File: config.mk
export PLATFORM = sky130hd
export DESIGN_NAME = gdc_mem
export DESIGN_NICKNAME = d
export VERILOG_FILES = /design/src/sv/gdc_pkg.sv /design/src/sv/gdc_mem.sv
export SDC_FILE = /design/constraint.sdc
export NUM_CORES = 1
export LEC_CHECK = 0
export ABC_AREA = 1
export BUFFER_PORTS_ARGS = -buffer_cell sky130_fd_sc_hd__buf_2
export CAP_MARGIN = 20
export CELL_PAD_IN_SITES_DETAIL_PLACEMENT = 1
export CELL_PAD_IN_SITES_GLOBAL_PLACEMENT = 1
export CORE_MARGIN = 4
export CORE_UTILIZATION = 42
export DETAILED_ROUTE_END_ITERATION = 10
export MAX_ROUTING_LAYER = met4
export PLACE_DENSITY = 0.7
export RECOVER_POWER = 50
export SETUP_SLACK_MARGIN = 0.15
export SLEW_MARGIN = 40
export SYNTH_ARGS = -nofsm -noshare
export SYNTH_HDL_FRONTEND = slang
export SYNTH_SLANG_ARGS = --single-unit
File: constraint.sdc
create_clock -name clk -period 1.1 [get_ports clk]
set_input_delay 0.22 -clock clk [delete_from_list [all_inputs] [get_ports clk]]
set_output_delay 0.22 -clock clk [all_outputs]
set_load 0.02 [all_outputs]
File: src/sv/gdc_pkg.sv
`timescale 1ns / 1ps
`default_nettype none

package gdc_pkg;

    // Defaults and fixed field widths
    localparam int MAX_VERTS_DEF = 64;
    localparam int NV_W          = 7;
    localparam int CNT_W         = 7;
    localparam int VTX_W         = 6;
    localparam int TOT_W         = 8;

    localparam logic [NV_W-1:0] NUM_VERTS_RESET = 7'd64;

    // Input actions
    localparam logic [1:0] ACT_CLEAR  = 2'd0;
    localparam logic [1:0] ACT_EDGE   = 2'd1;
    localparam logic [1:0] ACT_REPORT = 2'd2;

    // Result kinds
    localparam logic [1:0] KIND_CLEARED  = 2'd0;
    localparam logic [1:0] KIND_ACCEPTED = 2'd1;
    localparam logic [1:0] KIND_REJECTED = 2'd2;
    localparam logic [1:0] KIND_REPORT   = 2'd3;

    typedef struct packed {
        logic [1:0]      action;
        logic [NV_W-1:0] from_vertex;
        logic [NV_W-1:0] to_vertex;
    } gdc_in_t;

    typedef struct packed {
        logic [1:0]       kind;
        logic [VTX_W-1:0] vertex;
        logic [CNT_W-1:0] in_degree;
        logic [CNT_W-1:0] out_degree;
        logic [TOT_W-1:0] total_degree;
        logic             last;
    } gdc_out_t;

    // Per-cycle command to one memory
    typedef struct packed {
        logic clr;
        logic rd;
        logic wr;
    } gdc_mem_cmd_t;

endpackage

`default_nettype wire

File: src/sv/gdc_mem.sv
`timescale 1ns / 1ps
`default_nettype none

module gdc_mem #(
    parameter int WIDTH = 8,
    parameter int DEPTH = 64
) (
    input  wire logic                     clk,
    input  wire logic                     rst_n,
    input  wire gdc_pkg::gdc_mem_cmd_t    cmd,
    input  wire logic [$clog2(DEPTH)-1:0] wr_addr,
    input  wire logic [WIDTH-1:0]         wr_data,
    input  wire logic [$clog2(DEPTH)-1:0] rd_addr,
    output logic      [WIDTH-1:0]         rd_data
);
    import gdc_pkg::*;

    logic [WIDTH-1:0] mem [DEPTH];
    logic [WIDTH-1:0] rd_data_reg;
    logic [DEPTH-1:0] valid_reg;
    logic             rd_valid_reg;

    // Storage and registered read port; no reset on the array
    always_ff @(posedge clk)
    begin
        if (cmd.wr)
        begin
            mem[wr_addr] <= wr_data;
        end
        if (cmd.rd)
        begin
            rd_data_reg <= mem[rd_addr];
        end
    end

    // Entry valid bits: an entry never written since the last clear reads as zero
    always_ff @(posedge clk or negedge rst_n)
    begin
        if (!rst_n)
        begin
            valid_reg    <= '0;
            rd_valid_reg <= 1'b0;
        end
        else
        begin
            if (cmd.clr)
            begin
                valid_reg <= '0;
            end
            else if (cmd.wr)
            begin
                valid_reg[wr_addr] <= 1'b1;
            end
            if (cmd.rd)
            begin
                rd_valid_reg <= valid_reg[rd_addr];
            end
        end
    end

    assign rd_data = rd_valid_reg ? rd_data_reg : '0;

endmodule

`default_nettype wire

==> flow_summary.yaml <==
sta:
  fin_ws_ps: -633
  drv_slew: 0
  tightestPinTransition_ps: 930
  hold_viol: 0
  post-route-period-util_pct: 158
  setup_repair_after_global_routing_missed_its_margin: "true"
  finalClockSkew_ps: 22.8
  max_freq_mhz: 577
  finalCriticalPeriod_ps: 1730
  worst_slew_margin_rel_pct: 38.0
  fin_worst_hold_slack_ps: 50.5
  finalSetupTns_ps: -9720
  setup_viol: 81
routing:
  detailedRoute.firstIterationViolations: 1498
  total_number_of_vias: 17581
  drt-vias-per-instance: 5.62
  postRouteWirelength_microns: 77400
  antenna_violating_nets_post_route: 0
  drc_errors: 0
  post_drt_wl_per_cell_microns: 24.8
  drt_pass1_iterations: 5
die:
  rows: 87
  core_area_sq_mm: 0.0564
  ioPinCount: 33
  die_width_microns: 247
  die_height_microns: 247
  die_area_sq_mm: 0.0609
  initial_core_util_pct: 42.5
layout:
  final-seq-area_sq_mm: 0.0172
  syn2layout_area_growth_pct: 30.7
  multi_input_comb_area_sq_mm: 0.00696
  nFillCells: 5759
  nets: 2343
  diodes: 0
  largest_register_ffs: 512
  drive_above_1_share_pct: 28.0
place:
  final_gp_congestion: 0.866
  hpwl_detailed_microns: 46000
  portBuffers: 32
  place_ws_ps: -1130
synthesis:
  synthesis.area_per_instance_sq_um: 11.5
  syn_area_sq_mm: 0.0240
  ys.warnings.count: 0
  synth-seq-cells: 585
  register_area_share_after_synthesis_pct: 72.0
  synth_fp_nets: 2107
  post_synth_inst_count: 2082
  synth.lib_cells_used.distinct: 22
power:
  power.density_mw_per_mm2: 1650
  max-vdd-ir-drop_mv: 1.38
  reported_leakage_power_nw: 11.3
grt:
  number_of_global_route_vias_before_repair: 18547
  globalRouteOverflowTotal: 0
  pin_count_of_the_biggest_net_entering_global_routing: 65
  antenna_found_initial: 0
  grt_pass1_wl_microns: 115000
  grt_util_all_layers_pct: 25.7
critical_path:
  worst_ep_required_time_ps: 880
  timing.critical_path.to_type: "output port"
  critical_path.top_delay_family: "flip-flops"
  worstPathCellList: "buf_6 > nand2_2 > inv_2 > buf_6"
  critical_path.startpoint_type: "flop"
  worst-setup-path-type: "reg2out"
  arrival_ps: 1510
  path_max_fanout: 7
  timing.critical_path.slowest_cell_delay_ps: 490
  timing.critical_path.mode_cell: "sky130_fd_sc_hd__buf_6"
  critical-path-slowest-cell: "sky130_fd_sc_hd__dfrtp_2"
  worst-path-buf-inv: 3
outcome:
  violations: "negative setup slack"
  run_status: "finished, violations left"
clock_network:
  cts_num_sinks: 585
  cts_tree: "yes"
  cts-buffers-inserted: 61
  insertion_delay_ps: 650
  cts_max_level: 2
  cts.path.max_buffers: 3
  worst_setup_hold_path_clk_slew_ps: 60
  clock_tree.root_cell: "sky130_fd_sc_hd__clkbuf_16"
hold_path:
  worst_hold_path_type: "in2reg"
flow_run:
  maxCapViolCount: 0
[where the power goes]
part           total [mW]  switching [mW]  leakage [nW]  internal [mW]
logic                4.28            2.87          4.62           1.42
clock network        22.8            8.95          1.10           13.8
registers            24.5          0.0825          5.59           24.4
[repair_timing]
action | in CTS | in global routing
gates resized for setup | 154 | 188
buffers inserted | 8 | 11
pin swaps | 81 | 71
setup endpoints to repair | 323 | 516
cloned | 0 | 4
hold buffers | 3 | 2
endpoints found under the hold margin | 74 | 5
[metal layers]
metal  GRT usage (%)  share of wire (%)  vias up
met1            33.9                 41     8979
li1                -                  -     7797
met2            42.4                 50      641
met4            7.56                3.3        0
met3            2.97                6.0      164
met5               -                  0        -
[worst reg2reg max path, cell delays in order (launching register included)]
cell	delay, ps
sky130_fd_sc_hd__edfxtp_1	370
sky130_fd_sc_hd__nor2_1	240
sky130_fd_sc_hd__o22ai_1	150
sky130_fd_sc_hd__nand2_1	90
sky130_fd_sc_hd__nand2_1	60
sky130_fd_sc_hd__nand2_1	100
sky130_fd_sc_hd__nand3_4	100
sky130_fd_sc_hd__nand3_4	110
sky130_fd_sc_hd__nand2_2	60
[synthesized netlist by cell type]
cell type / number / area (sq um)
sky130_fd_sc_hd__buf_6: 21 / 236
sky130_fd_sc_hd__o21ai_1: 52 / 260
sky130_fd_sc_hd__dfrtp_1: 65 / 1630
sky130_fd_sc_hd__clkbuf_2: 2 / 10.0
sky130_fd_sc_hd__nand3_1: 146 / 731
sky130_fd_sc_hd__inv_2: 2 / 7.51
sky130_fd_sc_hd__o22ai_1: 104 / 651
sky130_fd_sc_hd__a21oi_2: 4 / 35.0
sky130_fd_sc_hd__a21oi_1: 28 / 140
sky130_fd_sc_hd__buf_12: 1 / 20.0
sky130_fd_sc_hd__inv_1: 63 / 236
sky130_fd_sc_hd__nand2_1: 339 / 1270
sky130_fd_sc_hd__buf_2: 41 / 205
sky130_fd_sc_hd__o21ai_0: 194 / 971
sky130_fd_sc_hd__nor3_1: 13 / 65.1
sky130_fd_sc_hd__inv_4: 1 / 6.26
sky130_fd_sc_hd__clkinv_1: 3 / 11.3
sky130_fd_sc_hd__edfxtp_1: 520 / 15600
sky130_fd_sc_hd__nor2_1: 418 / 1570
sky130_fd_sc_hd__buf_1: 13 / 48.8
sky130_fd_sc_hd__clkbuf_1: 41 / 154
sky130_fd_sc_hd__buf_4: 11 / 82.6
[cell families after synthesis]
| family | count (synthesis) | synth area share, % |
|---|---|---|
| compound gates | 382 | 8.59 |
| buf+inv | 199 | 4.25 |
| flops | 585 | 72.0 |
| simple gates | 916 | 15.2 |
[cells in the final DEF (no fill, tap or decap), types with 18 or more instances in the layout]
master                      count
sky130_fd_sc_hd__o22ai_1      101
sky130_fd_sc_hd__a21oi_2       18
sky130_fd_sc_hd__nor2_1       338
sky130_fd_sc_hd__inv_2         23
sky130_fd_sc_hd__dfrtp_1       64
sky130_fd_sc_hd__edfxtp_1     520
sky130_fd_sc_hd__o21ai_0      103
sky130_fd_sc_hd__nand3_1       91
sky130_fd_sc_hd__buf_4        147
sky130_fd_sc_hd__nand2_1      295
sky130_fd_sc_hd__clkbuf_16     67
sky130_fd_sc_hd__nand3_2       40
sky130_fd_sc_hd__inv_1         34
sky130_fd_sc_hd__o21ai_1      127
sky130_fd_sc_hd__nand2_2       43
sky130_fd_sc_hd__nor2_4        66
sky130_fd_sc_hd__buf_6         24
sky130_fd_sc_hd__buf_12        95
[metrics by stage]
step	area [sq um]	power (mW)	instances	util, %
2_1_floorplan	24600	26.7	2082	-
4_1_cts	30800	51.6	3110	54.6
3_5_place_dp	28000	28.7	2984	49.6
3_3_place_gp	28000	28.6	2984	49.6
5_1_grt	31300	53.1	3126	55.5
6_report	31300	51.5	3126	55.5
[area by class of cell]
| class | count | area share (%) |
|---|---|---|
| multi-input combinational | 1298 | 22.2 |
| tap | 756 | 3.02 |
| clock buffer | 77 | 5.49 |
| clock inverter | 38 | 1.57 |
| timing repair buffer | 303 | 11.5 |
| sequential | 585 | 55.1 |
| inverter | 69 | 1.10 |
[worst paths after layout]
check                                   from             end  slack, ps  cells after the start
worst max-delay path            rd_valid_reg      rd_data[1]       -630                      4
worst min-delay path                  cmd[2]   valid_reg[54]         50                      3
worst max register to register    mem[59][7]  rd_data_reg[7]       -430                      8
worst min register to register  valid_reg[3]    valid_reg[3]        490                      2
max in group asynchronous              rst_n    rd_valid_reg         70                      3
min in group asynchronous              rst_n   valid_reg[15]        390                      3
Note: power is estimated with default switching activity, not from simulation.
