[src/sv/gdc_pkg.sv]
`timescale 1ns / 1ps
`default_nettype none

package gdc_pkg;

    // Defaults and fixed field widths
    localparam int MAX_VERTS_DEF = 64;
    localparam int NV_W          = 7;
    localparam int CNT_W         = 7;
    localparam int VTX_W         = 6;
    localparam int TOT_W         = 8;

    localparam logic [NV_W-1:0] NUM_VERTS_RESET = 7'd64;

    // Input actions
    localparam logic [1:0] ACT_CLEAR  = 2'd0;
    localparam logic [1:0] ACT_EDGE   = 2'd1;
    localparam logic [1:0] ACT_REPORT = 2'd2;

    // Result kinds
    localparam logic [1:0] KIND_CLEARED  = 2'd0;
    localparam logic [1:0] KIND_ACCEPTED = 2'd1;
    localparam logic [1:0] KIND_REJECTED = 2'd2;
    localparam logic [1:0] KIND_REPORT   = 2'd3;

    typedef struct packed {
        logic [1:0]      action;
        logic [NV_W-1:0] from_vertex;
        logic [NV_W-1:0] to_vertex;
    } gdc_in_t;

    typedef struct packed {
        logic [1:0]       kind;
        logic [VTX_W-1:0] vertex;
        logic [CNT_W-1:0] in_degree;
        logic [CNT_W-1:0] out_degree;
        logic [TOT_W-1:0] total_degree;
        logic             last;
    } gdc_out_t;

    // Per-cycle command to one memory
    typedef struct packed {
        logic clr;
        logic rd;
        logic wr;
    } gdc_mem_cmd_t;

endpackage

`default_nettype wire

[src/sv/gdc_ctrl.sv]
`timescale 1ns / 1ps
`default_nettype none

module gdc_ctrl #(
    parameter int MAX_VERTS = gdc_pkg::MAX_VERTS_DEF
) (
    input  wire logic                                       clk,
    input  wire logic                                       rst_n,
    input  wire logic [gdc_pkg::NV_W-1:0]                   num_vertices,
    input  wire logic                                       in_valid,
    output logic                                            in_ready,
    input  wire gdc_pkg::gdc_in_t                           in_data,
    output logic                                            out_valid,
    input  wire logic                                       out_ready,
    output gdc_pkg::gdc_out_t                               out_data,
    output gdc_pkg::gdc_mem_cmd_t                           row_cmd,
    output logic [$clog2(MAX_VERTS)-1:0]                    row_wr_addr,
    output logic [MAX_VERTS+gdc_pkg::CNT_W-1:0]             row_wr_data,
    output logic [$clog2(MAX_VERTS)-1:0]                    row_rd_addr,
    input  wire logic [MAX_VERTS+gdc_pkg::CNT_W-1:0]        row_rd_data,
    output gdc_pkg::gdc_mem_cmd_t                           cnt_cmd,
    output logic [$clog2(MAX_VERTS)-1:0]                    cnt_wr_addr,
    output logic [gdc_pkg::CNT_W-1:0]                       cnt_wr_data,
    output logic [$clog2(MAX_VERTS)-1:0]                    cnt_rd_addr,
    input  wire logic [gdc_pkg::CNT_W-1:0]                  cnt_rd_data
);
    import gdc_pkg::*;

    localparam int VW = $clog2(MAX_VERTS);

    typedef enum logic [1:0] {
        S_IDLE,
        S_EDGE,
        S_HOLD,
        S_REPORT
    } state_t;

    state_t          state_reg, state_next;
    logic [VW-1:0]   src_reg, src_next;
    logic [VW-1:0]   dst_reg, dst_next;
    logic [VW-1:0]   cur_v_reg, cur_v_next;
    logic [1:0]      pend_kind_reg, pend_kind_next;
    logic            out_valid_reg, out_valid_next;
    gdc_out_t        out_word_reg, out_word_next;

    logic                 out_free;
    logic                 out_load;
    logic                 emit_single;
    logic [1:0]           emit_kind;
    logic                 edge_bad;
    logic                 rep_last;
    logic [MAX_VERTS-1:0] row_q;
    logic [CNT_W-1:0]     out_cnt_q;

    assign out_free  = !out_valid_reg || out_ready;
    assign edge_bad  = (in_data.from_vertex >= num_vertices)
                       || (in_data.to_vertex >= num_vertices);
    assign rep_last  = ((NV_W'(cur_v_reg) + NV_W'(1)) == num_vertices);
    assign row_q     = row_rd_data[MAX_VERTS-1:0];
    assign out_cnt_q = row_rd_data[MAX_VERTS+CNT_W-1:MAX_VERTS];

    assign in_ready  = (state_reg == S_IDLE);
    assign out_valid = out_valid_reg;
    assign out_data  = out_word_reg;

    always_comb
    begin
        state_next     = state_reg;
        src_next       = src_reg;
        dst_next       = dst_reg;
        cur_v_next     = cur_v_reg;
        pend_kind_next = pend_kind_reg;
        out_valid_next = out_valid_reg && !out_ready;
        out_word_next  = out_word_reg;
        out_load       = 1'b0;
        emit_single    = 1'b0;
        emit_kind      = KIND_CLEARED;

        row_cmd     = '0;
        cnt_cmd     = '0;
        row_rd_addr = in_data.from_vertex[VW-1:0];
        cnt_rd_addr = in_data.to_vertex[VW-1:0];
        row_wr_addr = src_reg;
        cnt_wr_addr = dst_reg;
        row_wr_data = {out_cnt_q + CNT_W'(1), row_q | (MAX_VERTS'(1) << dst_reg)};
        cnt_wr_data = cnt_rd_data + CNT_W'(1);

        unique case (state_reg)
            S_IDLE:
            begin
                if (in_valid)
                begin
                    unique case (in_data.action)
                        ACT_CLEAR:
                        begin
                            row_cmd.clr = 1'b1;
                            cnt_cmd.clr = 1'b1;
                            emit_single = 1'b1;
                            emit_kind   = KIND_CLEARED;
                        end
                        ACT_EDGE:
                        begin
                            if (edge_bad)
                            begin
                                emit_single = 1'b1;
                                emit_kind   = KIND_REJECTED;
                            end
                            else
                            begin
                                row_cmd.rd = 1'b1;
                                cnt_cmd.rd = 1'b1;
                                src_next   = in_data.from_vertex[VW-1:0];
                                dst_next   = in_data.to_vertex[VW-1:0];
                                state_next = S_EDGE;
                            end
                        end
                        ACT_REPORT:
                        begin
                            row_rd_addr = '0;
                            cnt_rd_addr = '0;
                            row_cmd.rd  = 1'b1;
                            cnt_cmd.rd  = 1'b1;
                            cur_v_next  = '0;
                            state_next  = S_REPORT;
                        end
                        default:
                        begin
                            // unused action: drop it
                        end
                    endcase
                end
            end
            S_EDGE:
            begin
                // set the bit and bump both counters only for a new edge
                if (!row_q[dst_reg])
                begin
                    row_cmd.wr = 1'b1;
                    cnt_cmd.wr = 1'b1;
                end
                emit_single = 1'b1;
                emit_kind   = KIND_ACCEPTED;
            end
            S_HOLD:
            begin
                emit_single = 1'b1;
                emit_kind   = pend_kind_reg;
            end
            S_REPORT:
            begin
                if (out_free)
                begin
                    out_load                   = 1'b1;
                    out_valid_next             = 1'b1;
                    out_word_next.kind         = KIND_REPORT;
                    out_word_next.vertex       = VTX_W'(cur_v_reg);
                    out_word_next.in_degree    = cnt_rd_data;
                    out_word_next.out_degree   = out_cnt_q;
                    out_word_next.total_degree = TOT_W'(cnt_rd_data) + TOT_W'(out_cnt_q);
                    out_word_next.last         = rep_last;
                    if (rep_last)
                    begin
                        state_next = S_IDLE;
                    end
                    else
                    begin
                        // advance to the next vertex, read lands next cycle
                        cur_v_next  = cur_v_reg + VW'(1);
                        row_rd_addr = cur_v_reg + VW'(1);
                        cnt_rd_addr = cur_v_reg + VW'(1);
                        row_cmd.rd  = 1'b1;
                        cnt_cmd.rd  = 1'b1;
                    end
                end
            end
            default:
            begin
                state_next = S_IDLE;
            end
        endcase

        if (emit_single)
        begin
            if (out_free)
            begin
                out_load                   = 1'b1;
                out_valid_next             = 1'b1;
                out_word_next.kind         = emit_kind;
                out_word_next.vertex       = '0;
                out_word_next.in_degree    = '0;
                out_word_next.out_degree   = '0;
                out_word_next.total_degree = '0;
                out_word_next.last         = 1'b1;
                state_next                 = S_IDLE;
            end
            else
            begin
                // hold the result until the output register drains
                pend_kind_next = emit_kind;
                state_next     = S_HOLD;
            end
        end
    end

    always_ff @(posedge clk or negedge rst_n)
    begin
        if (!rst_n)
        begin
            state_reg     <= S_IDLE;
            out_valid_reg <= 1'b0;
        end
        else
        begin
            state_reg     <= state_next;
            out_valid_reg <= out_valid_next;
        end
    end

    always_ff @(posedge clk)
    begin
        src_reg       <= src_next;
        dst_reg       <= dst_next;
        cur_v_reg     <= cur_v_next;
        pend_kind_reg <= pend_kind_next;
        out_word_reg  <= out_word_next;
    end

    a_no_overwrite: assert property (@(posedge clk) disable iff (!rst_n)
        out_load |-> (!out_valid_reg || out_ready))
        else $error("output register overwritten before it was taken");

    a_report_ends: assert property (@(posedge clk) disable iff (!rst_n)
        (state_reg == S_REPORT && out_load && rep_last) |=> (state_reg == S_IDLE))
        else $error("report run did not end on its last vertex");

    a_row_port: assert property (@(posedge clk) disable iff (!rst_n)
        !(row_cmd.wr && (row_cmd.rd || row_cmd.clr)))
        else $error("row memory write overlaps a read or clear");

    a_total: assert property (@(posedge clk) disable iff (!rst_n)
        out_valid_reg |-> (out_word_reg.total_degree
            == TOT_W'(out_word_reg.in_degree) + TOT_W'(out_word_reg.out_degree)))
        else $error("total degree does not match its parts");

endmodule

`default_nettype wire

[config.mk]
export PLATFORM = sky130hd
export DESIGN_NAME = gdc_ctrl
export DESIGN_NICKNAME = d
export VERILOG_FILES = /design/src/sv/gdc_pkg.sv /design/src/sv/gdc_ctrl.sv
export SDC_FILE = /design/constraint.sdc
export NUM_CORES = 1
export LEC_CHECK = 0
export BUFFER_PORTS_ARGS = -buffer_cell sky130_fd_sc_hd__buf_4
export CORE_ASPECT_RATIO = 0.7
export CORE_MARGIN = 2
export CORE_UTILIZATION = 45
export CTS_BUF_LIST = sky130_fd_sc_hd__clkbuf_16
export DETAILED_ROUTE_END_ITERATION = 7
export PLACE_DENSITY_LB_ADDON = 0.05
export SKIP_CTS_REPAIR_TIMING = 1
export SLEW_MARGIN = 30
export SYNTH_ARGS = -nofsm -noshare
export SYNTH_HDL_FRONTEND = slang
export SYNTH_SLANG_ARGS = --single-unit
[constraint.sdc]
create_clock -name clk -period 2.75 [get_ports clk]
set_clock_uncertainty 0.2 [all_clocks]
set_input_delay 0 -clock clk [delete_from_list [all_inputs] [get_ports clk]]
set_output_delay 0 -clock clk [all_outputs]
set_load 0.01 [all_outputs]
==> results of run 1 <==
[worst max-delay path by stage]
| stage | cells after the start | slack, ns | startpoint | to |
|---|---|---|---|---|
| 5_1_grt | 8 | -0.17 | cur_v_reg[3] | row_rd_addr[1] |
| 2_1_floorplan | 8 | 0.08 | cnt_wr_addr[1] | row_cmd[0] |
| 3_3_place_gp | 7 | 0.29 | cnt_wr_addr[0] | row_cmd[0] |
| 3_5_place_dp | 9 | 0.18 | cur_v_reg[1] | cnt_rd_addr[2] |
| 6_report | 8 | -0.10 | cur_v_reg[3] | row_rd_addr[1] |
| 4_1_cts | 9 | -0.16 | cur_v_reg[1] | cnt_rd_addr[2] |
[power by group through the flow]
stage	registers (mW)	clock network [mW]	logic (mW)
finish	1.40	0.654	3.35
CTS	1.38	0.650	2.83
global placement	1.38	0	2.74
global route	1.44	0.687	3.58
floorplan	1.46	0	1.45
detailed placement	1.39	0	2.81
[logic make-up (layout without fill, tap and decap cells)]
| logic type | count (synthesis) | in the layout |
|---|---|---|
| XOR/XNOR | 24 | 24 |
| buffers and inverters | 50 | 327 |
| multiplexers | 22 | 22 |
| flip-flops | 54 | 54 |
| AND/OR/NAND/NOR | 155 | 155 |
| AO/OA/AOI/OAI | 149 | 149 |
| adder cells (fa/ha/maj) | 33 | 33 |
[routing by layer]
| metal | vias to the layer above | GRT usage, % |
|---|---|---|
| li1 | 2322 | - |
| met1 | 2502 | 41.9 |
| met2 | 278 | 43.4 |
| met3 | 35 | 4.80 |
| met4 | 0 | 4.28 |
| met5 | - | 0 |
[cells in the final DEF (no fill, tap or decap), types with 5 or more instances in the layout]
master,count
sky130_fd_sc_hd__a211oi_1,6
sky130_fd_sc_hd__a21o_1,48
sky130_fd_sc_hd__a21oi_1,32
sky130_fd_sc_hd__buf_4,263
sky130_fd_sc_hd__buf_6,5
sky130_fd_sc_hd__clkbuf_16,6
sky130_fd_sc_hd__dfxtp_1,31
sky130_fd_sc_hd__dlygate4sd3_1,28
sky130_fd_sc_hd__edfxtp_1,20
sky130_fd_sc_hd__ha_1,31
sky130_fd_sc_hd__inv_1,19
sky130_fd_sc_hd__mux4_2,20
sky130_fd_sc_hd__nand2_1,62
sky130_fd_sc_hd__nand2b_1,8
sky130_fd_sc_hd__nand3_1,18
sky130_fd_sc_hd__nor2_1,28
sky130_fd_sc_hd__nor2b_1,8
sky130_fd_sc_hd__nor3_1,5
sky130_fd_sc_hd__o21ai_0,11
sky130_fd_sc_hd__o21bai_1,20
sky130_fd_sc_hd__o2bb2ai_2,9
sky130_fd_sc_hd__or2_2,5
sky130_fd_sc_hd__xnor2_1,17
sky130_fd_sc_hd__xor2_1,5
[final cells by class]
cell class / instances / share of cell area, %
Clock buffer: 5 / 1.76
Clock inverter: 3 / 0.317
Inverter: 20 / 1.06
Multi-Input combinational cell: 383 / 43.1
Sequential cell: 54 / 18.2
Tap cell: 128 / 2.25
Timing Repair Buffer: 299 / 33.3
[per-stage QoR]
stage	util [%]	hold WS, ns	instance area (um^2)	setup TNS (ns)	instances
6_report	74.3	0.0614	7110	-1.26	892
5_1_grt	74.3	0.0727	7110	-2.15	892
4_1_cts	68.4	-0.710	6540	-1.88	855
3_5_place_dp	66.8	-0.401	6400	0	847
3_3_place_gp	66.8	-0.402	6400	0	847
2_1_floorplan	-	-0.496	4380	0	487
[critical path, stage by stage, from the launching register on]
cell                        delay [ns]
sky130_fd_sc_hd__edfxtp_1         0.47
sky130_fd_sc_hd__nand3_2          0.16
sky130_fd_sc_hd__or3_4            0.41
sky130_fd_sc_hd__a2111oi_4        0.41
sky130_fd_sc_hd__a31oi_2          0.16
sky130_fd_sc_hd__o211ai_2         0.28
sky130_fd_sc_hd__buf_6            0.21
sky130_fd_sc_hd__o2bb2ai_2        0.12
sky130_fd_sc_hd__buf_4            0.14
==> load_flow_metrics.sql, run 1 <==
INSERT INTO impl_metrics (metric_group, metric, value, unit) VALUES
('place', 'gp_congestion', '0.930', ''),
('timing', 'maximum_clock_rate', '350', 'MHz'),
('finish', 'num_antenna_cells', '0', ''),
('finish', 'largest_reg_flops', '31', ''),
('yosys', 'ys_top_cells_by_count', 'sky130_fd_sc_hd__nand2_1 (63), sky130_fd_sc_hd__a21o_1 (48), sky130_fd_sc_hd__a21oi_1 (32), sky130_fd_sc_hd__ha_1 (32), sky130_fd_sc_hd__dfxtp_1 (31)', ''),
('routing', 'dr.first_iter.drc_count', '474', ''),
('clocking', 'cts.sinks', '54', ''),
('min_path', 'min_path_type', 'in -> out', ''),
('floorplanning', 'core_area', '9570', 'um^2'),
('timing', 'setup_viol', '14', ''),
('routing', 'drt-total-wl', '16.9', 'mm'),
('timing', 'final_max_slew_viol_count', '0', ''),
('timing', 'post-route-worst-setup-slack', '-0.105', 'ns'),
('min_path', 'min_path_cells', '3', ''),
('routing', 'wl_met3', '1.47', 'mm'),
('yosys', 'synth_top_cell_area_share', '14.2', '%'),
('power', 'power.switching', '2.31', 'mW'),
('routing', 'dr_vias_cell', '5.76', ''),
('finish', 'area_growth_syn_to_layout', '62.3', '%'),
('outcome', 'failed_checks', 'setup timing', ''),
('routing', 'routedLengthMet1', '7.19', 'mm'),
('outcome', 'status', 'complete, but fails checks', ''),
('finish', 'sequential_standard_cell_area', '1300', 'um^2'),
('min_path', 'min_from', 'row_rd_data[7]', ''),
('yosys', 'synthXorXnorAreaFrac', '5.11', '%'),
('flow_run', 'cap_viol_max_count', '0', ''),
('critical_path', 'worst_r2r_path_depth', '7', ''),
('clocking', 'ctsHtreeMaxLevel', '2', ''),
('global_route', 'first_global_vias', '4396', ''),
('clocking', 'cts_root_buf', 'sky130_fd_sc_hd__clkbuf_16', ''),
('timing', 'setup_repair_after_global_routing_missed_its_margin', 'yes', ''),
('yosys', 'ys_types', '50', ''),
('yosys', 'synth_top_flop_cell', 'sky130_fd_sc_hd__dfxtp_1', ''),
('routing', 'antenna_violating_nets_post_route', '0', ''),
('yosys', 'synth_most_common_cell', 'sky130_fd_sc_hd__nand2_1', ''),
('global_route', 'grt.overflow.total', '0', ''),
('yosys', 'ys_ff_latch', '54', ''),
('place', 'hpwl', '12.4', 'mm'),
('floorplanning', 'die_height', '86.6', 'um'),
('yosys', 'mux_contribution_to_synthesized_area', '10.8', '%'),
('floorplanning', 'floorplan.initialDensity', '45.8', '%'),
('timing', 'slew_headroom', '47.2', '%'),
('place', 'port_buffers', '245', ''),
('finish', 'layout.filler_cells', '727', ''),
('min_path', 'holdPathEnd', 'row_wr_data[7]', ''),
('yosys', 'syn_nets', '625', ''),
('routing', 'route.detailed.drc', '0', ''),
('floorplanning', 'count_of_boundary_i_o_pins', '246', ''),
('yosys', 'synth_compound_gate_area_share', '23.8', '%'),
('critical_path', 'worstSetupEndpointType', 'output pin', ''),
('power', 'seq_power_share', '26.0', '%'),
('routing', 'highest_layer', 'met4', ''),
('critical_path', 'crit-reg2reg-capture', 'cur_v_reg[0]', ''),
('routing', 'dr_wl_met2', '7.91', 'mm'),
('yosys', 'number_of_warnings_reported_in_the_yosys_synthesis_log', '0', ''),
('clocking', 'path_clk_slew', '0.08', 'ns'),
('global_route', 'grt_max_degree', '31', ''),
('routing', 'routedWlPerCell', '18.9', 'um'),
('yosys', 'synth_edf_count', '20', ''),
('clocking', 'clk_latency', '0.30', 'ns'),
('power', 'p_leak', '3.38', 'nW'),
('critical_path', 'arrival', '2.65', 'ns'),
('timing', 'fin_crit', '2.85', 'ns'),
('power', 'proportion_of_power_drawn_by_combinational_gates', '61.9', '%'),
('yosys', 'cell_count_after_synthesis', '487', ''),
('yosys', 'synth_sequential_area_ratio', '29.6', '%'),
('timing', 'tightestPinTransition', '0.790', 'ns'),
('global_route', 'global_route.usage.total', '28.0', '%'),
('clocking', 'cts_tree', 'done', ''),
('critical_path', 'path_max_fanout', '6', ''),
('power', 'power_frac_clock', '12.1', '%');
Power figures use the tool's default switching activity.
==> inputs of run 2 (changes only) <==
--- a/config.mk
+++ b/config.mk
@@ -5,12 +5,12 @@
 export SDC_FILE = /design/constraint.sdc
 export NUM_CORES = 1
 export LEC_CHECK = 0
-export BUFFER_PORTS_ARGS = -buffer_cell sky130_fd_sc_hd__buf_4
 export CORE_ASPECT_RATIO = 0.7
 export CORE_MARGIN = 2
-export CORE_UTILIZATION = 45
+export CORE_UTILIZATION = 55
 export CTS_BUF_LIST = sky130_fd_sc_hd__clkbuf_16
 export DETAILED_ROUTE_END_ITERATION = 7
+export DONT_BUFFER_PORTS = 1
 export PLACE_DENSITY_LB_ADDON = 0.05
 export SKIP_CTS_REPAIR_TIMING = 1
 export SLEW_MARGIN = 30
==> load_flow_metrics.sql, run 2 (synthesis results as in run 1) <==
INSERT INTO impl_metrics (metric_group, metric, value, unit) VALUES
('critical_path', 'path_max_fanout', '8', ''),
('routing', 'route.detailed.drc', '0', ''),
('timing', 'setup_viol', '2', ''),
('timing', 'post-route-period-util', '100', '%'),
('finish', 'most-common-layout-cells', 'sky130_fd_sc_hd__dlygate4sd3_1 (94), sky130_fd_sc_hd__nand2_1 (62), sky130_fd_sc_hd__a21o_1 (48)', ''),
('global_route', 'antenna_found_initial', '0', ''),
('floorplanning', 'die_height', '78.7', 'um'),
('clocking', 'path_clk_slew', '0.08', 'ns'),
('routing', 'dr_vias_cell', '6.83', ''),
('floorplanning', 'core_area', '7800', 'um^2'),
('timing', 'tightestPinTransition', '0.648', 'ns'),
('global_route', 'grt_max_degree', '35', ''),
('finish', 'layout.filler_cells', '505', ''),
('global_route', 'grt_pass1_wl', '20.4', 'mm'),
('finish', 'mostFrequentLayoutCell', 'sky130_fd_sc_hd__dlygate4sd3_1', ''),
('timing', 'fin_crit', '2.76', 'ns'),
('floorplanning', 'die_area', '8710', 'um^2'),
('place', 'hpwl', '10.8', 'mm'),
('place', 'gp_congestion', '0.966', ''),
('routing', 'routedWlPerCell', '24.6', 'um'),
('finish', 'num_antenna_cells', '0', ''),
('timing', 'fin_hold_ws', '-0.0227', 'ns'),
('floorplanning', 'die-width', '111', 'um'),
('flow_run', 'cap_viol_max_count', '0', ''),
('outcome', 'status', 'complete, but fails checks', ''),
('clocking', 'cts-buffers-inserted', '5', ''),
('routing', 'detailroute.via_count', '4688', ''),
('place', 'dpl_worst_slack', '0.245', 'ns'),
('place', 'dp.cells', '573', ''),
('critical_path', 'worst_r2r_path_depth', '9', ''),
('clocking', 'cts.sinks', '54', ''),
('routing', 'drt_first_pass_iters', '5', ''),
('power', 'total_power_divided_by_cell_area', '809', 'nW/um^2'),
('floorplanning', 'count_of_boundary_i_o_pins', '246', ''),
('finish', 'area_growth_syn_to_layout', '37.0', '%'),
('timing', 'maximum_clock_rate', '362', 'MHz'),
('outcome', 'failed_checks', 'hold timing, setup timing', ''),
('global_route', 'global_route.usage.total', '29.5', '%'),
('timing', 'final_max_slew_viol_count', '0', ''),
('clocking', 'cts_buffer_depth', '2', ''),
('critical_path', 'critical_path.startpoint_type', 'flop', ''),
('place', 'port_buffers', '0', ''),
('clocking', 'clk_latency', '0.30', 'ns'),
('clocking', 'ctsHtreeMaxLevel', '2', ''),
('routing', 'antenna_violating_nets_post_route', '0', ''),
('timing', 'slew_headroom', '56.6', '%'),
('finish', 'final_nets', '722', ''),
('min_path', 'min_path_type', 'in -> out', ''),
('finish', 'layoutNonFillerInstCount', '686', ''),
('critical_path', 'worstSetupEndpointType', 'output pin', ''),
('clocking', 'cts_root_buf', 'sky130_fd_sc_hd__clkbuf_16', ''),
('critical_path', 'regToRegSetupSlack', '0.18', 'ns'),
('power', 'ir_drop', '0.775', 'mV'),
('finish', 'layout-drive-gt1-share', '14.7', '%'),
('critical_path', 'arrival', '2.56', 'ns'),
('routing', 'dr.first_iter.drc_count', '461', ''),
('global_route', 'first_global_vias', '3646', ''),
('critical_path', 'worst-endpoint-required', '2.55', 'ns'),
('min_path', 'min_path_cells', '2', ''),
('floorplanning', 'floorplan.initialDensity', '56.2', '%'),
('timing', 'setup_repair_after_global_routing_missed_its_margin', 'yes', ''),
('routing', 'drt-total-wl', '16.9', 'mm'),
('global_route', 'grt.overflow.total', '0', ''),
('timing', 'number_of_hold_violations_in_the_final_report', '6', ''),
('power', 'p_leak', '2.51', 'nW'),
('clocking', 'cts_tree', 'done', ''),
('floorplanning', 'fp-row-count', '27', ''),
('timing', 'post-route-worst-setup-slack', '-0.0116', 'ns'),
('critical_path', 'timing_worst_setup_path_type', 'reg -> out', ''),
('finish', 'largest_reg_flops', '31', '');
[run 2: changes by cell type in the layout (fill, tap and decap cells not counted), moves of 2 or more]
cell                            delta
sky130_fd_sc_hd__buf_4           -245
sky130_fd_sc_hd__dlygate4sd3_1    +66
sky130_fd_sc_hd__o2bb2ai_2         -6
sky130_fd_sc_hd__o2bb2ai_4         +6
sky130_fd_sc_hd__buf_12            +2
sky130_fd_sc_hd__buf_6             -2
sky130_fd_sc_hd__clkinv_4          +2
sky130_fd_sc_hd__nand3_1           +2
sky130_fd_sc_hd__nand3_2           -2
[run 2: final timing paths]
path / endpoint / startpoint
worst max register to register: out_data[30] / state_reg[0]
max in group asynchronous: out_valid / rst_n
worst min register to register: out_data[12] / out_data[12]
worst max-delay path: cnt_cmd[0] / cnt_wr_addr[0]
worst min-delay path: row_wr_data[69] / row_rd_data[65]
min in group asynchronous: state_reg[0] / rst_n
[run 2: per-layer routing]
layer | wire length (um) | GRT usage [%] | vias up
met4 | 537 | 3.38 | 0
met5 | 0 | 0 | -
met3 | 1960 | 7.10 | 66
li1 | - | - | 1974
met1 | 6600 | 43.6 | 2251
met2 | 7810 | 45.6 | 397
[run 2: final cells by class]
cell class,instances,area [um^2],share of cell area [%]
clock buffer,5,125,2.08
clock inverter,3,28.8,0.479
inverter,20,75.1,1.25
multi-input combinational,383,3130,52.2
sequential,54,1300,21.6
tap,101,126,2.11
timing repair buffer,120,1220,20.3
[run 2: worst max-delay path, stage by stage, from the launching register on]
cell	delay (ns)
sky130_fd_sc_hd__edfxtp_1	0.39
sky130_fd_sc_hd__buf_4	0.14
sky130_fd_sc_hd__buf_12	0.14
sky130_fd_sc_hd__mux4_2	0.51
sky130_fd_sc_hd__mux4_2	0.50
sky130_fd_sc_hd__mux2_4	0.29
sky130_fd_sc_hd__o21ai_2	0.10
sky130_fd_sc_hd__and2_4	0.19
[run 2: report_power, final]
part / leakage [nW] / internal, mW / switching [mW]
clock network: 0.0759 / 0.348 / 0.325
registers: 0.476 / 1.18 / 0.352
logic: 1.96 / 1.11 / 1.54
total: 2.51 / 2.63 / 2.22
[run 2: metrics by stage]
stage / utilization, % / total power [mW] / TNS [ns] / instance area [um^2] / hold slack, ns
3_5_place_dp: 58.1 / 3.49 / 0 / 4530 / -0.495
4_1_cts: 60.1 / 4.16 / -0.424 / 4690 / -0.818
5_1_grt: 76.9 / 5.10 / -0.939 / 6000 / 0.0000996
6_report: 76.9 / 4.85 / -0.0232 / 6000 / -0.0227
3_3_place_gp: 58.1 / 3.42 / 0 / 4530 / -0.495
2_1_floorplan: - / 2.91 / 0 / 4380 / -0.496
==> inputs of run 3 (changes only) <==
--- a/config.mk
+++ b/config.mk
@@ -5,6 +5,7 @@
 export SDC_FILE = /design/constraint.sdc
 export NUM_CORES = 1
 export LEC_CHECK = 0
+export ABC_AREA = 1
 export CORE_ASPECT_RATIO = 0.7
 export CORE_MARGIN = 2
 export CORE_UTILIZATION = 55
==> load_flow_metrics.sql, run 3 <==
INSERT INTO impl_metrics (metric_group, metric, value, unit) VALUES
('outcome', 'status', 'complete, but fails checks', ''),
('outcome', 'failed_checks', 'hold timing', ''),
('power', 'power.share.switching', '45.6', '%'),
('clocking', 'clk_latency', '0.29', 'ns'),
('power', 'power_frac_clock', '17.5', '%'),
('yosys', 'synth_edf_count', '20', ''),
('critical_path', 'timing.critical_path.cells', 'nand2_1 > clkinvlp_4 > buf_12 > a21oi_1 > nand4_1 > o211ai_1 > nand3_1 > nand2_1 > nor2_1 > nor2_1 > buf_4', ''),
('critical_path', 'critical_path.startpoint_type', 'flop', ''),
('routing', 'detailroute.via_count', '5550', ''),
('power', 'ir_drop', '0.429', 'mV'),
('routing', 'dr_vias_cell', '6.34', ''),
('clocking', 'cts.sinks', '54', ''),
('timing', 'slew_headroom', '54.0', '%'),
('clocking', 'cts_tree', 'done', ''),
('floorplanning', 'die_height', '81.2', 'um'),
('yosys', 'synth_most_common_cell', 'sky130_fd_sc_hd__nand2_1', ''),
('yosys', 'syn_nets', '827', ''),
('critical_path', 'worstSetupEndpointType', 'output pin', ''),
('global_route', 'first_global_vias', '4311', ''),
('critical_path', 'worst-endpoint-required', '2.55', 'ns'),
('finish', 'most-common-layout-cells', 'sky130_fd_sc_hd__nand2_1 (178), sky130_fd_sc_hd__dlygate4sd3_1 (89), sky130_fd_sc_hd__nand3_1 (66)', ''),
('clocking', 'ctsHtreeMaxLevel', '2', ''),
('clocking', 'cts_buffer_depth', '2', ''),
('critical_path', 'timing_worst_setup_path_type', 'reg -> out', ''),
('routing', 'antenna_violating_nets_post_route', '0', ''),
('yosys', 'synth_top_cell_area_share', '14.3', '%'),
('clocking', 'cts-buffers-inserted', '5', ''),
('floorplanning', 'count_of_boundary_i_o_pins', '246', ''),
('critical_path', 'crit_family', 'simple AND/OR/NAND/NOR gates', ''),
('critical_path', 'worst-path-buf-inv', '3', ''),
('yosys', 'ys_top_cells_by_count', 'sky130_fd_sc_hd__nand2_1 (178), sky130_fd_sc_hd__nand3_1 (66), sky130_fd_sc_hd__inv_1 (62), sky130_fd_sc_hd__o21bai_1 (62), sky130_fd_sc_hd__nor2_1 (56)', ''),
('yosys', 'ys_types', '35', ''),
('global_route', 'grt.overflow.total', '0', ''),
('timing', 'fin_hold_ws', '-0.00618', 'ns'),
('timing', 'number_of_hold_violations_in_the_final_report', '2', ''),
('timing', 'maximum_clock_rate', '376', 'MHz'),
('yosys', 'ys_ff_latch', '54', ''),
('floorplanning', 'die_area', '9290', 'um^2'),
('critical_path', 'critPathSlowestCell', 'sky130_fd_sc_hd__edfxtp_1', ''),
('timing', 'setup_viol', '0', ''),
('power', 'p_leak', '2.51', 'nW'),
('clocking', 'cts_root_buf', 'sky130_fd_sc_hd__clkbuf_16', ''),
('finish', 'largest_reg_flops', '31', ''),
('power', 'pnr_total_power', '3.84', 'mW'),
('finish', 'final_nets', '907', ''),
('clocking', 'path_clk_slew', '0.07', 'ns'),
('critical_path', 'path_max_fanout', '15', ''),
('place', 'gp_congestion', '1.00', ''),
('power', 'proportion_of_power_drawn_by_combinational_gates', '45.9', '%'),
('flow_run', 'cap_viol_max_count', '0', ''),
('yosys', 'synth_top_area_cells', 'sky130_fd_sc_hd__nand2_1 (14%), sky130_fd_sc_hd__dfxtp_1 (13%), sky130_fd_sc_hd__edfxtp_1 (13%), sky130_fd_sc_hd__o21bai_1 (9.9%), sky130_fd_sc_hd__ha_1 (8.5%)', ''),
('floorplanning', 'fp-row-count', '28', ''),
('min_path', 'min_path_type', 'in -> out', ''),
('yosys', 'number_of_warnings_reported_in_the_yosys_synthesis_log', '0', ''),
('floorplanning', 'floorplan.initialDensity', '56.0', '%'),
('global_route', 'grt_pass1_wl', '23.2', 'mm'),
('global_route', 'antenna_found_initial', '1', ''),
('finish', 'area_growth_syn_to_layout', '25.1', '%'),
('critical_path', 'arrival', '2.46', 'ns'),
('finish', 'mostFrequentLayoutCell', 'sky130_fd_sc_hd__nand2_1', ''),
('floorplanning', 'core_area', '8370', 'um^2'),
('yosys', 'cell_count_after_synthesis', '689', ''),
('yosys', 'synth_top_flop_cell', 'sky130_fd_sc_hd__dfxtp_1', ''),
('timing', 'final_max_slew_viol_count', '0', ''),
('yosys', 'syn-cell-area', '4690', 'um^2'),
('timing', 'tightestPinTransition', '0.689', 'ns'),
('global_route', 'grt_max_degree', '35', ''),
('place', 'port_buffers', '0', ''),
('power', 'total_power_divided_by_cell_area', '655', 'nW/um^2'),
('routing', 'route.detailed.drc', '0', ''),
('power', 'internal_power', '2.09', 'mW'),
('yosys', 'synth_sequential_area_ratio', '27.7', '%'),
('timing', 'fin_crit', '2.66', 'ns'),
('yosys', 'post_synth.cell_area_avg', '6.80', 'um^2'),
('timing', 'post-route-period-util', '96.7', '%'),
('power', 'seq_power_share', '36.6', '%'),
('floorplanning', 'die-width', '114', 'um'),
('global_route', 'global_route.usage.total', '31.9', '%'),
('routing', 'dr.first_iter.drc_count', '703', ''),
('yosys', 'synth_largest_area_cell', 'sky130_fd_sc_hd__nand2_1', ''),
('routing', 'drt-total-wl', '18.3', 'mm'),
('yosys', 'async_flop_share', '5.56', '%'),
('finish', 'layout-drive-gt1-share', '5.19', '%'),
('routing', 'routedWlPerCell', '20.8', 'um'),
('place', 'hpwl', '12.8', 'mm'),
('routing', 'drt_first_pass_iters', '6', ''),
('critical_path', 'timing.critical_path.slowest_cell_delay', '0.54', 'ns'),
('power', 'power.switching', '1.75', 'mW');
==> run 3: changes by cell type after synthesis, moves of 11 or more <==
cell	delta
sky130_fd_sc_hd__a22oi_1	+12
sky130_fd_sc_hd__nand2_1	+115
sky130_fd_sc_hd__xnor2_1	-11
sky130_fd_sc_hd__nand3_1	+45
sky130_fd_sc_hd__mux4_2	-20
sky130_fd_sc_hd__o21bai_1	+42
sky130_fd_sc_hd__nor2_1	+27
sky130_fd_sc_hd__a21o_1	-46
sky130_fd_sc_hd__nand4_1	+26
sky130_fd_sc_hd__o2bb2ai_1	-12
sky130_fd_sc_hd__o21ai_0	+11
sky130_fd_sc_hd__inv_1	+43
==> run 3: power by group through the flow <==
stage | clock network [mW] | logic (mW) | registers [mW]
2_1_floorplan | 0 | 1.33 | 1.35
3_3_place_gp | 0 | 1.58 | 1.42
3_5_place_dp | 0 | 1.61 | 1.42
4_1_cts | 0.678 | 1.62 | 1.41
5_1_grt | 0.715 | 1.96 | 1.44
6_report | 0.673 | 1.77 | 1.41
==> run 3: kinds of logic after synthesis <==
group                    count (synthesis)  share of synthesized area, %
AO/OA/AOI/OAI                          135                          18.8
XOR/XNOR                                15                          2.80
AND/OR/NAND/NOR                        350                          32.8
buffers and inverters                  102                          9.05
adder cells (fa/ha/maj)                 33                          8.97
flip-flops                              54                          27.7
==> run 3: cell type report <==
class / count / area [um^2]
Inverter: 68 / 259
Sequential cell: 54 / 1300
Timing Repair Buffer: 107 / 1040
Clock buffer: 6 / 150
Fill cell: 676 / 2510
Antenna cell: 1 / 2.50
Multi-Input combinational cell: 533 / 2980
Clock inverter: 2 / 11.3
Tap cell: 105 / 131
==> run 3: worst paths after layout <==
| path | from | to | slack (ns) | cells after the start |
|---|---|---|---|---|
| min reg2reg | out_data[14] | out_data[14] | 0.31 | 2 |
| max | cnt_wr_addr[1] | cnt_cmd[0] | 0.09 | 11 |
| min in group asynchronous | rst_n | state_reg[1] | 0.33 | 2 |
| max in group asynchronous | rst_n | out_valid | 1.86 | 2 |
| min | row_rd_data[68] | row_wr_data[68] | -0.006 | 2 |
| max reg2reg | cur_v_reg[0] | cur_v_reg[4] | 0.21 | 12 |
==> run 3: metrics by stage <==
| step | instance area, um^2 | TNS, ns | utilization (%) | worst slack, ns | cells |
|---|---|---|---|---|---|
| 6_report | 5870 | 0 | 70.1 | 0.0906 | 876 |
| 5_1_grt | 5860 | -0.00690 | 70.0 | -0.00354 | 875 |
| 4_1_cts | 4940 | 0 | 59.0 | 0.0508 | 785 |
| 3_5_place_dp | 4780 | 0 | 57.1 | 0.242 | 777 |
| 3_3_place_gp | 4780 | 0 | 57.1 | 0.318 | 777 |
| 2_1_floorplan | 4690 | 0 | - | 0.432 | 689 |
==> run 3: layer usage <==
layer	wire length, um	global-route usage [%]	share of wire [%]
met1	7390	45.8	40
met2	7460	45.5	41
met4	831	6.22	4.6
met5	0	0	0
met3	2580	12.0	14
